--- config.mk ---
export PLATFORM = sky130hd
export DESIGN_NAME = escaped_frame_receive_deframer_flat
export DESIGN_NICKNAME = d
export VERILOG_FILES = /design/src/hw/rtl/efd_pkg.sv /design/src/hw/rtl/efd_channels.sv /design/src/hw/rtl/escaped_frame_receive_deframer.sv /design/src/flat_wrapper.sv
export SDC_FILE = /design/constraint.sdc
export NUM_CORES = 1
export LEC_CHECK = 0
export ABC_CLOCK_PERIOD_IN_PS = 10100
export BUFFER_PORTS_ARGS = -buffer_cell sky130_fd_sc_hd__buf_2
export CAP_MARGIN = 20
export CORE_UTILIZATION = 45
export DETAILED_ROUTE_END_ITERATION = 7
export PLACE_DENSITY = 0.67
export SLEW_MARGIN = 20
export SYNTH_ARGS = -nofsm -noshare
export SYNTH_HDL_FRONTEND = slang
export SYNTH_SLANG_ARGS = --single-unit
--- constraint.sdc ---
create_clock -name clk -period 10.1 [get_ports clk]
set_clock_uncertainty 0.05 [all_clocks]
set_input_delay 2.02 -clock clk [delete_from_list [all_inputs] [get_ports clk]]
set_output_delay 2.02 -clock clk [all_outputs]
set_load 0.03 [all_outputs]
--- src/hw/rtl/efd_pkg.sv ---
// Types and constants of the escaped frame receive deframer.
package efd_pkg;

  typedef enum logic [1:0] {
    PH_HUNT,
    PH_GOT_ESC,
    PH_PACKET,
    PH_ESCD
  } phase_t;

  localparam logic [2:0] EV_PAYLOAD  = 3'd0;
  localparam logic [2:0] EV_COMPLETE = 3'd1;
  localparam logic [2:0] EV_FRAMING  = 3'd2;
  localparam logic [2:0] EV_TIMEOUT  = 3'd3;
  localparam logic [2:0] EV_DROP     = 3'd4;

  localparam logic [1:0] REG_ESCAPE_BYTE   = 2'd0;
  localparam logic [1:0] REG_TIMEOUT_TICKS = 2'd1;
  localparam logic [1:0] REG_MAX_LENGTH    = 2'd2;

  localparam logic [7:0]  ESCAPE_BYTE_RST   = 8'h7E;
  localparam logic [15:0] TIMEOUT_TICKS_RST = 16'd1000;
  localparam logic [15:0] MAX_LENGTH_RST    = 16'd255;

  localparam logic [7:0] EXT_MARK = 8'hFF;

  typedef struct packed {
    logic [2:0]  event_res;
    logic [7:0]  data;
    logic [15:0] offset;
    logic [7:0]  ni_command;
    logic [15:0] msg_length;
    logic        extended;
    logic        last;
  } result_t;

  function automatic result_t mk_result(input logic [2:0] ev, input logic [7:0] d,
                                        input logic [15:0] off, input logic [7:0] cmd,
                                        input logic [15:0] len, input logic ext);
    result_t r;
    r.event_res  = ev;
    r.data       = d;
    r.offset     = off;
    r.ni_command = cmd;
    r.msg_length = len;
    r.extended   = ext;
    r.last       = 1'b0;
    return r;
  endfunction

endpackage

--- src/hw/rtl/efd_channels.sv ---
// Channel interfaces of the escaped frame receive deframer.
interface efd_in_if;
  logic       valid;
  logic       ready;
  logic       command;
  logic [7:0] rx_byte;
  modport source (output valid, command, rx_byte, input ready);
  modport sink (input valid, command, rx_byte, output ready);
endinterface

interface efd_out_if;
  logic        valid;
  logic        ready;
  logic [2:0]  event_res;
  logic [7:0]  data;
  logic [15:0] offset;
  logic [7:0]  ni_command;
  logic [15:0] msg_length;
  logic        extended;
  logic        last;
  modport source (output valid, event_res, data, offset, ni_command, msg_length,
                  extended, last, input ready);
  modport sink (input valid, event_res, data, offset, ni_command, msg_length,
                extended, last, output ready);
endinterface

interface efd_cfg_if;
  logic        valid;
  logic        ready;
  logic [1:0]  index;
  logic [15:0] wdata;
  modport source (output valid, index, wdata, input ready);
  modport sink (input valid, index, wdata, output ready);
endinterface

--- src/hw/rtl/escaped_frame_receive_deframer.sv ---
// Receive deframer for a byte-stuffed, length-framed serial link. Each input
// beat is a received byte or a timer tick; the block hunts for escape + 0x00,
// unstuffs doubled escapes, parses a short or 0xFF-extended length header and
// the command byte, streams payload bytes with their offset and reports frame
// completion, oversize drop, framing errors and timeouts. An input beat is
// taken every clock while the four-entry result queue has room for two
// results; the results are written into the result queue. The output side
// delivers one result per clock while out_ch.ready is high; a beat that
// yields two (a bad frame start, or the final payload byte with completion)
// delivers them in turn. Configuration writes are always accepted.
module escaped_frame_receive_deframer (
  input  logic             clk,
  input  logic             rst,
  efd_in_if.sink           in_ch,
  efd_out_if.source        out_ch,
  efd_cfg_if.sink          cfg
);

  // configuration
  logic [7:0]  escape_byte;
  logic [15:0] timeout_ticks;
  logic [15:0] max_length;

  // frame state
  efd_pkg::phase_t phase, phase_next;
  logic        error_latched, error_latched_next;
  logic [16:0] received_count, received_count_next;
  logic [15:0] frame_length, frame_length_next;
  logic [7:0]  length_high, length_high_next;
  logic [7:0]  command_byte, command_byte_next;
  logic [15:0] elapsed_ticks, elapsed_ticks_next;
  logic        ext_frame, ext_frame_next;

  // result queue
  efd_pkg::result_t fifo_mem [4];
  logic [1:0] wr_ptr, rd_ptr;
  logic [2:0] fifo_count;

  logic in_fire, out_fire;
  efd_pkg::result_t res_q [2];
  logic [1:0] n_res;

  assign in_fire  = in_ch.valid && in_ch.ready;
  assign out_fire = out_ch.valid && out_ch.ready;
  assign in_ch.ready = (fifo_count <= 3'd2);
  assign cfg.ready = 1'b1;

  always_ff @(posedge clk) begin
    if (rst) begin
      escape_byte   <= efd_pkg::ESCAPE_BYTE_RST;
      timeout_ticks <= efd_pkg::TIMEOUT_TICKS_RST;
      max_length    <= efd_pkg::MAX_LENGTH_RST;
    end else if (cfg.valid && cfg.ready) begin
      case (cfg.index)
        efd_pkg::REG_ESCAPE_BYTE:   escape_byte   <= cfg.wdata[7:0];
        efd_pkg::REG_TIMEOUT_TICKS: timeout_ticks <= cfg.wdata;
        efd_pkg::REG_MAX_LENGTH:    max_length    <= cfg.wdata;
        default: ;
      endcase
    end
  end

  always_comb begin
    logic [7:0]  b;
    logic [16:0] tick_sum;
    logic        do_data;
    logic [16:0] pos;
    logic [7:0]  dval;
    logic [16:0] first;
    logic [15:0] len;
    logic [2:0]  ev;

    phase_next          = phase;
    error_latched_next  = error_latched;
    received_count_next = received_count;
    frame_length_next   = frame_length;
    length_high_next    = length_high;
    command_byte_next   = command_byte;
    elapsed_ticks_next  = elapsed_ticks;
    ext_frame_next      = ext_frame;
    res_q[0] = '0;
    res_q[1] = '0;
    n_res    = 2'd0;
    b        = in_ch.rx_byte;
    tick_sum = {1'b0, elapsed_ticks} + 17'd1;
    do_data  = 1'b0;
    pos      = received_count;
    dval     = b;
    first    = 17'd2;
    len      = '0;
    ev       = efd_pkg::EV_COMPLETE;

    if (in_fire) begin
      if (in_ch.command) begin
        if (phase == efd_pkg::PH_PACKET || phase == efd_pkg::PH_ESCD) begin
          if (tick_sum > {1'b0, timeout_ticks}) begin
            res_q[n_res[0]] = efd_pkg::mk_result(efd_pkg::EV_TIMEOUT, '0, '0, '0, '0, 1'b0);
            n_res = n_res + 2'd1;
            phase_next          = efd_pkg::PH_HUNT;
            received_count_next = '0;
            frame_length_next   = '0;
            error_latched_next  = 1'b0;
          end else begin
            elapsed_ticks_next = tick_sum[15:0];
          end
        end
      end else begin
        unique case (phase)
          efd_pkg::PH_HUNT: begin
            if (b == escape_byte) begin
              phase_next         = efd_pkg::PH_GOT_ESC;
              error_latched_next = 1'b0;
            end else if (!error_latched) begin
              res_q[n_res[0]] = efd_pkg::mk_result(efd_pkg::EV_FRAMING, '0, '0, '0, '0, 1'b0);
              n_res = n_res + 2'd1;
              error_latched_next = 1'b1;
            end
          end
          efd_pkg::PH_GOT_ESC: begin
            if (b == 8'd0) begin
              phase_next          = efd_pkg::PH_PACKET;
              received_count_next = '0;
              elapsed_ticks_next  = '0;
            end else begin
              res_q[n_res[0]] = efd_pkg::mk_result(efd_pkg::EV_FRAMING, '0, '0, '0, '0, 1'b0);
              n_res = n_res + 2'd1;
              // re-run the byte as a hunting byte; the latch is clear here
              if (b == escape_byte) begin
                phase_next         = efd_pkg::PH_GOT_ESC;
                error_latched_next = 1'b0;
              end else begin
                phase_next = efd_pkg::PH_HUNT;
                res_q[n_res[0]] = efd_pkg::mk_result(efd_pkg::EV_FRAMING, '0, '0, '0, '0,
                                                     1'b0);
                n_res = n_res + 2'd1;
                error_latched_next = 1'b1;
              end
            end
          end
          efd_pkg::PH_PACKET: begin
            // store header bytes
            if (received_count == 17'd0) begin
              ext_frame_next    = (b == efd_pkg::EXT_MARK);
              frame_length_next = {8'd0, b};
            end else if (received_count == 17'd1) begin
              if (ext_frame) length_high_next = b;
              else command_byte_next = b;
            end else if (received_count == 17'd2 && ext_frame) begin
              frame_length_next = {length_high, b};
            end else if (received_count == 17'd3 && ext_frame) begin
              command_byte_next = b;
            end
            received_count_next = received_count + 17'd1;
            if (b == escape_byte) begin
              phase_next = efd_pkg::PH_ESCD;
            end else begin
              do_data = 1'b1;
              pos     = received_count;
              dval    = b;
            end
          end
          efd_pkg::PH_ESCD: begin
            phase_next = efd_pkg::PH_PACKET;
            if (b == escape_byte) begin
              do_data = 1'b1;
              pos     = received_count - 17'd1;
              dval    = escape_byte;
            end else begin
              res_q[n_res[0]] = efd_pkg::mk_result(efd_pkg::EV_FRAMING, '0, '0, '0, '0, 1'b0);
              n_res = n_res + 2'd1;
              if (b == 8'd0) begin
                received_count_next = '0;
              end else begin
                phase_next          = efd_pkg::PH_HUNT;
                received_count_next = '0;
                frame_length_next   = '0;
                error_latched_next  = 1'b0;
              end
            end
          end
        endcase

        if (do_data) begin
          first = ext_frame_next ? 17'd4 : 17'd2;
          if (pos >= first) begin
            res_q[n_res[0]] = efd_pkg::mk_result(efd_pkg::EV_PAYLOAD, dval,
                                                 16'(pos - first), '0, '0, 1'b0);
            n_res = n_res + 2'd1;
          end
          // completion is not checked right after the first header byte, nor after the extended length's low byte
          if (!(received_count_next == 17'd1 ||
                (ext_frame_next && received_count_next == 17'd3)) &&
              received_count_next > {1'b0, frame_length_next}) begin
            len = frame_length_next - 16'd1;
            ev  = (len > max_length) ? efd_pkg::EV_DROP : efd_pkg::EV_COMPLETE;
            res_q[n_res[0]] = efd_pkg::mk_result(ev, '0, '0, command_byte_next, len,
                                                 ext_frame_next);
            n_res = n_res + 2'd1;
            phase_next          = efd_pkg::PH_HUNT;
            received_count_next = '0;
            frame_length_next   = '0;
            error_latched_next  = 1'b0;
          end
        end
      end
    end

    if (n_res == 2'd1) res_q[0].last = 1'b1;
    if (n_res == 2'd2) res_q[1].last = 1'b1;
  end

  always_ff @(posedge clk) begin
    if (rst) begin
      phase          <= efd_pkg::PH_HUNT;
      error_latched  <= 1'b0;
      received_count <= '0;
      frame_length   <= '0;
      length_high    <= '0;
      command_byte   <= '0;
      elapsed_ticks  <= '0;
      ext_frame      <= 1'b0;
    end else begin
      phase          <= phase_next;
      error_latched  <= error_latched_next;
      received_count <= received_count_next;
      frame_length   <= frame_length_next;
      length_high    <= length_high_next;
      command_byte   <= command_byte_next;
      elapsed_ticks  <= elapsed_ticks_next;
      ext_frame      <= ext_frame_next;
    end
  end

  // result queue pointers
  always_ff @(posedge clk) begin
    if (rst) begin
      wr_ptr     <= '0;
      rd_ptr     <= '0;
      fifo_count <= '0;
    end else begin
      wr_ptr     <= wr_ptr + n_res;
      rd_ptr     <= rd_ptr + {1'b0, out_fire};
      fifo_count <= fifo_count + {1'b0, n_res} - {2'b00, out_fire};
    end
  end

  always_ff @(posedge clk) begin
    if (n_res != 2'd0) fifo_mem[wr_ptr] <= res_q[0];
    if (n_res == 2'd2) fifo_mem[wr_ptr + 2'd1] <= res_q[1];
  end

  assign out_ch.valid      = (fifo_count != 3'd0);
  assign out_ch.event_res  = fifo_mem[rd_ptr].event_res;
  assign out_ch.data       = fifo_mem[rd_ptr].data;
  assign out_ch.offset     = fifo_mem[rd_ptr].offset;
  assign out_ch.ni_command = fifo_mem[rd_ptr].ni_command;
  assign out_ch.msg_length = fifo_mem[rd_ptr].msg_length;
  assign out_ch.extended   = fifo_mem[rd_ptr].extended;
  assign out_ch.last       = fifo_mem[rd_ptr].last;

endmodule

--- src/flat_wrapper.sv ---
// flat-port wrapper written by rule: the top's interface ports become plain ports
module escaped_frame_receive_deframer_flat 
  (clk, rst, in_ch_valid, in_ch_command, in_ch_rx_byte, in_ch_ready, out_ch_valid, out_ch_event_res, out_ch_data, out_ch_offset, out_ch_ni_command, out_ch_msg_length, out_ch_extended, out_ch_last, out_ch_ready, cfg_valid, cfg_index, cfg_wdata, cfg_ready);
  efd_in_if in_ch_i ();
  efd_out_if out_ch_i ();
  efd_cfg_if cfg_i ();
  input  logic clk;
  input  logic rst;
  input wire logic [$bits(in_ch_i.valid)-1:0] in_ch_valid;
  input wire logic [$bits(in_ch_i.command)-1:0] in_ch_command;
  input wire logic [$bits(in_ch_i.rx_byte)-1:0] in_ch_rx_byte;
  output wire logic [$bits(in_ch_i.ready)-1:0] in_ch_ready;
  output wire logic [$bits(out_ch_i.valid)-1:0] out_ch_valid;
  output wire logic [$bits(out_ch_i.event_res)-1:0] out_ch_event_res;
  output wire logic [$bits(out_ch_i.data)-1:0] out_ch_data;
  output wire logic [$bits(out_ch_i.offset)-1:0] out_ch_offset;
  output wire logic [$bits(out_ch_i.ni_command)-1:0] out_ch_ni_command;
  output wire logic [$bits(out_ch_i.msg_length)-1:0] out_ch_msg_length;
  output wire logic [$bits(out_ch_i.extended)-1:0] out_ch_extended;
  output wire logic [$bits(out_ch_i.last)-1:0] out_ch_last;
  input wire logic [$bits(out_ch_i.ready)-1:0] out_ch_ready;
  input wire logic [$bits(cfg_i.valid)-1:0] cfg_valid;
  input wire logic [$bits(cfg_i.index)-1:0] cfg_index;
  input wire logic [$bits(cfg_i.wdata)-1:0] cfg_wdata;
  output wire logic [$bits(cfg_i.ready)-1:0] cfg_ready;
  assign in_ch_i.valid = in_ch_valid;
  assign in_ch_i.command = in_ch_command;
  assign in_ch_i.rx_byte = in_ch_rx_byte;
  assign in_ch_ready = in_ch_i.ready;
  assign out_ch_valid = out_ch_i.valid;
  assign out_ch_event_res = out_ch_i.event_res;
  assign out_ch_data = out_ch_i.data;
  assign out_ch_offset = out_ch_i.offset;
  assign out_ch_ni_command = out_ch_i.ni_command;
  assign out_ch_msg_length = out_ch_i.msg_length;
  assign out_ch_extended = out_ch_i.extended;
  assign out_ch_last = out_ch_i.last;
  assign out_ch_i.ready = out_ch_ready;
  assign cfg_i.valid = cfg_valid;
  assign cfg_i.index = cfg_index;
  assign cfg_i.wdata = cfg_wdata;
  assign cfg_ready = cfg_i.ready;
  escaped_frame_receive_deframer u_core (.clk(clk), .rst(rst), .in_ch(in_ch_i), .out_ch(out_ch_i), .cfg(cfg_i));
endmodule
==> impl_results.md <==
* Final Slew Violations at 0
* Port buffer count at 86
* Worst setup path category: primary input to register
* Gate Count Post-Synth at approximately 1.7k
* Post-Syn Nets at 1825
* FILL cells at 3452
* 1st-iter DRT viols at roughly 1.3k
* Final hold vios at 0
* Vias in the first global route at 13.2k
* Via count at 13.6k
* Synth area leaders: edfxtp_1, dfxtp_1, mux4_2
* Antenna violations before repair at 0
* Crit path launch: in_ch_rx_byte[5]
* Max-Cap Viols at 0
* VDD IR max at just over 0.1 mV
* Synth Warn # at 0
* Htree depth at 2
* Largest net degree at the start of global routing at 106
* Fmax at 134 MHz
* Clk_lat worst skew at 0.53 ns
* Cell variety after synth at about 90
* Number of routed nets with antenna violations at 0
* Syn Std Cell Area at 17800 µm²
* Root Driver: clkbuf_16
* Top cells by count, synth: nor2_1, edfxtp_1, nand2_1, dfxtp_1, a21oi_1
* Via density per instance at slightly below 6
* Setup violators final at 0
* Die Area at ~40000 µm²
* Wire length per cell at between 20 and 25 µm
* Starting Density at a little under half
* Worst R2R Path Depth at 24
* Synth Register Bits at 328
* Clock Path Buffers at 3
* Slew @ Worst Pin at 1.10 ns
* Placer Congestion at ~0.96
* Post-CTS Setup Bufs at 0
* Placed insts at roughly 2.2k
* Post-synth EDFFs at approximately 210
* Worst hold path type: register to register
* Pleak at about 7.7 nW
* Critical Path AT at around 8 ns
* Final min period at 7.48 ns
* TritonCTS clock tree: built
* Status: finished clean
* First-pass GRT wire length at roughly 74 mm
* Count leader, synth: nor2_1
* Mean post-synth cell area at 10.3 µm²
* Hold path start: u_core.max_length[10]$_SDFFE_PP0P_
* Clock transition at path regs at approximately 0.060 ns
* Final worst-path cycle share at roughly 74%
* Slew headroom at 26.8%
* RSZ-0062 raised after global routing: false
* Area leader, netlist: edfxtp_1
* Share of cells above drive strength 1 at 14.9%
* Core area at between 30000 and 40000 µm²
* Storage element area at 8700 µm²
* CTS resizes at 0
* Final WL at 47.3 mm
* TritonCTS Buffers at 37
* Pwr Density at 179 nW/µm²
* Die W at around 200 µm
* Clk sink count at 328
* DP HPWL at 33.0 mm
* Hold path depth at 2
* Diodes inserted at 0
* Non-Filler Instances at around 2.3k
* Multi-input gate area at approximately 8300 µm²
* Hold_ws at 0.406 ns
* Critical path startpoint category: primary input
* Yosys top cell area share at 35.8%
* Worst setup EP type: register
* Register area share after synthesis at between 40% and 50%
* Final #Nets at between 1.5k and 2k
* R2r startpoint: u_core.received_count[2]$_SDFFE_PP0P_
* Crit path max fanout at 20
* First-pass iteration count of the detailed router at 5
* Gr ovfl total at 0
* P&R area growth vs syn at 11.3%
* Post-synth top flop: edfxtp_1
* DRC Markers at 0
* Final TNS setup at 0 ns
* IO Pins at 88
* Total GRT Usage at a little under a quarter
* Ys async rst share at 0%
* Worst Path Required at 10.45 ns
* Row cnt at 72
* CTS Hold Bufs at 0
* Chip height at roughly 200 µm
==> stage by stage <==
step	cell area (µm²)	worst slack (ns)	total power, mW	utilization (%)
floorplan	17800	1.68	2.04	-
CTS	19700	2.34	3.56	50.9
global route	19800	2.14	3.65	50.9
global placement	18600	2.05	2.22	47.8
detailed placement	18600	1.80	2.23	47.8
finish	19800	2.62	3.53	50.9
==> worst max-delay path, cell delays in order <==
cell and delay [ns]:
buf_2 0.29, xnor2_1 0.22, nand4_1 0.29, o211a_1 0.36, nor2_2 0.60, nand2_1 0.15, and2_1 0.22, inv_1 0.26
a2111oi_2 0.09, o211ai_1 0.19, nor2_1 0.14, nand2_1 0.11, xnor2_1 0.23, inv_1 0.09, ha_1 0.33, a21o_1 0.16
a21o_1 0.17, a21o_1 0.17, a21o_1 0.16, a21o_1 0.17, a221oi_1 0.51, o22ai_1 0.17, nor4_1 0.49, nand3_1 0.14
nand3_1 0.10
==> layout by cell type, fill, tap and decap left out, drive strengths merged, types with 7 or more instances in the layout <==
master  count
a211o      20
a21o       24
a21oi      93
a22oi      42
a31oi      16
and3       16
and4        7
buf       108
clkbuf     50
dfxtp     116
edfxtp    212
ha         62
inv        97
mux2       11
mux2i      22
mux4       53
nand2     130
nand2b     13
nand3      44
nand4      28
nor2      291
nor2b      18
nor3       35
nor4       18
o211ai      8
o21ai      58
o31ai      16
or3        11
xnor2      54
xor2       13
==> area by class of cell <==
| type | count | share of cell area, % |
|---|---|---|
| Tap cell | 518 | 3.28 |
| Clock buffer | 50 | 4.93 |
| Clock inverter | 17 | 1.07 |
| Multi-Input combinational cell | 1196 | 41.8 |
| Sequential cell | 328 | 44.0 |
| Timing Repair Buffer | 108 | 3.13 |
| Inverter | 93 | 1.77 |
==> cell families (layout without fill, tap and decap cells) <==
| group | count (synthesis) | count (layout) | synth area share, % |
|---|---|---|---|
| AND/OR/NAND/NOR | 648 | 648 | 17.1 |
| other | 1 | 1 | 0.0211 |
| multiplexers | 86 | 86 | 8.66 |
| XOR/XNOR | 67 | 67 | 3.39 |
| adder cells (fa/ha/maj) | 64 | 64 | 4.59 |
| AO/OA/AOI/OAI | 330 | 330 | 12.5 |
| flip-flops | 328 | 328 | 48.9 |
| buffers and inverters | 205 | 268 | 4.78 |
==> metal layers <==
layer	GRT usage (%)	share of wire, %	up-vias
met3	3.30	6.9	90
met2	39.1	47	501
met5	0	0	-
met4	8.04	3.1	0
met1	31.2	43	6622
li1	-	-	6355
==> path summary, 6_finish.rpt <==
check / endpoint / slack [ns]
worst max-delay path: u_core.fifo_mem[0][50]$_DFFE_PP_ / 2.62
worst min-delay path: u_core.max_length[10]$_SDFFE_PP0P_ / 0.41
worst max register to register: u_core.fifo_mem[0][50]$_DFFE_PP_ / 3.32
worst min register to register: u_core.max_length[10]$_SDFFE_PP0P_ / 0.41
==> power by group <==
part           internal, mW  total [mW]  leakage, nW  switching, mW
clock network         0.788        1.33        0.568          0.543
registers              1.47        1.51         2.97         0.0447
logic                 0.254       0.686         4.11          0.432
total                  2.51        3.53         7.65           1.02
==> flip-flops by register name, summed over array words and instances, names as in the netlist, 3 cells and up <==
register,count
u_core.length_high,8
u_core.command_byte,8
u_core.received_count,17
u_core.timeout_ticks,16
u_core.escape_byte,8
u_core.elapsed_ticks,16
u_core.frame_length,16
u_core.max_length,16
u_core.fifo_count,3
u_core.fifo_mem,212
(Power assumes the default switching activity.)
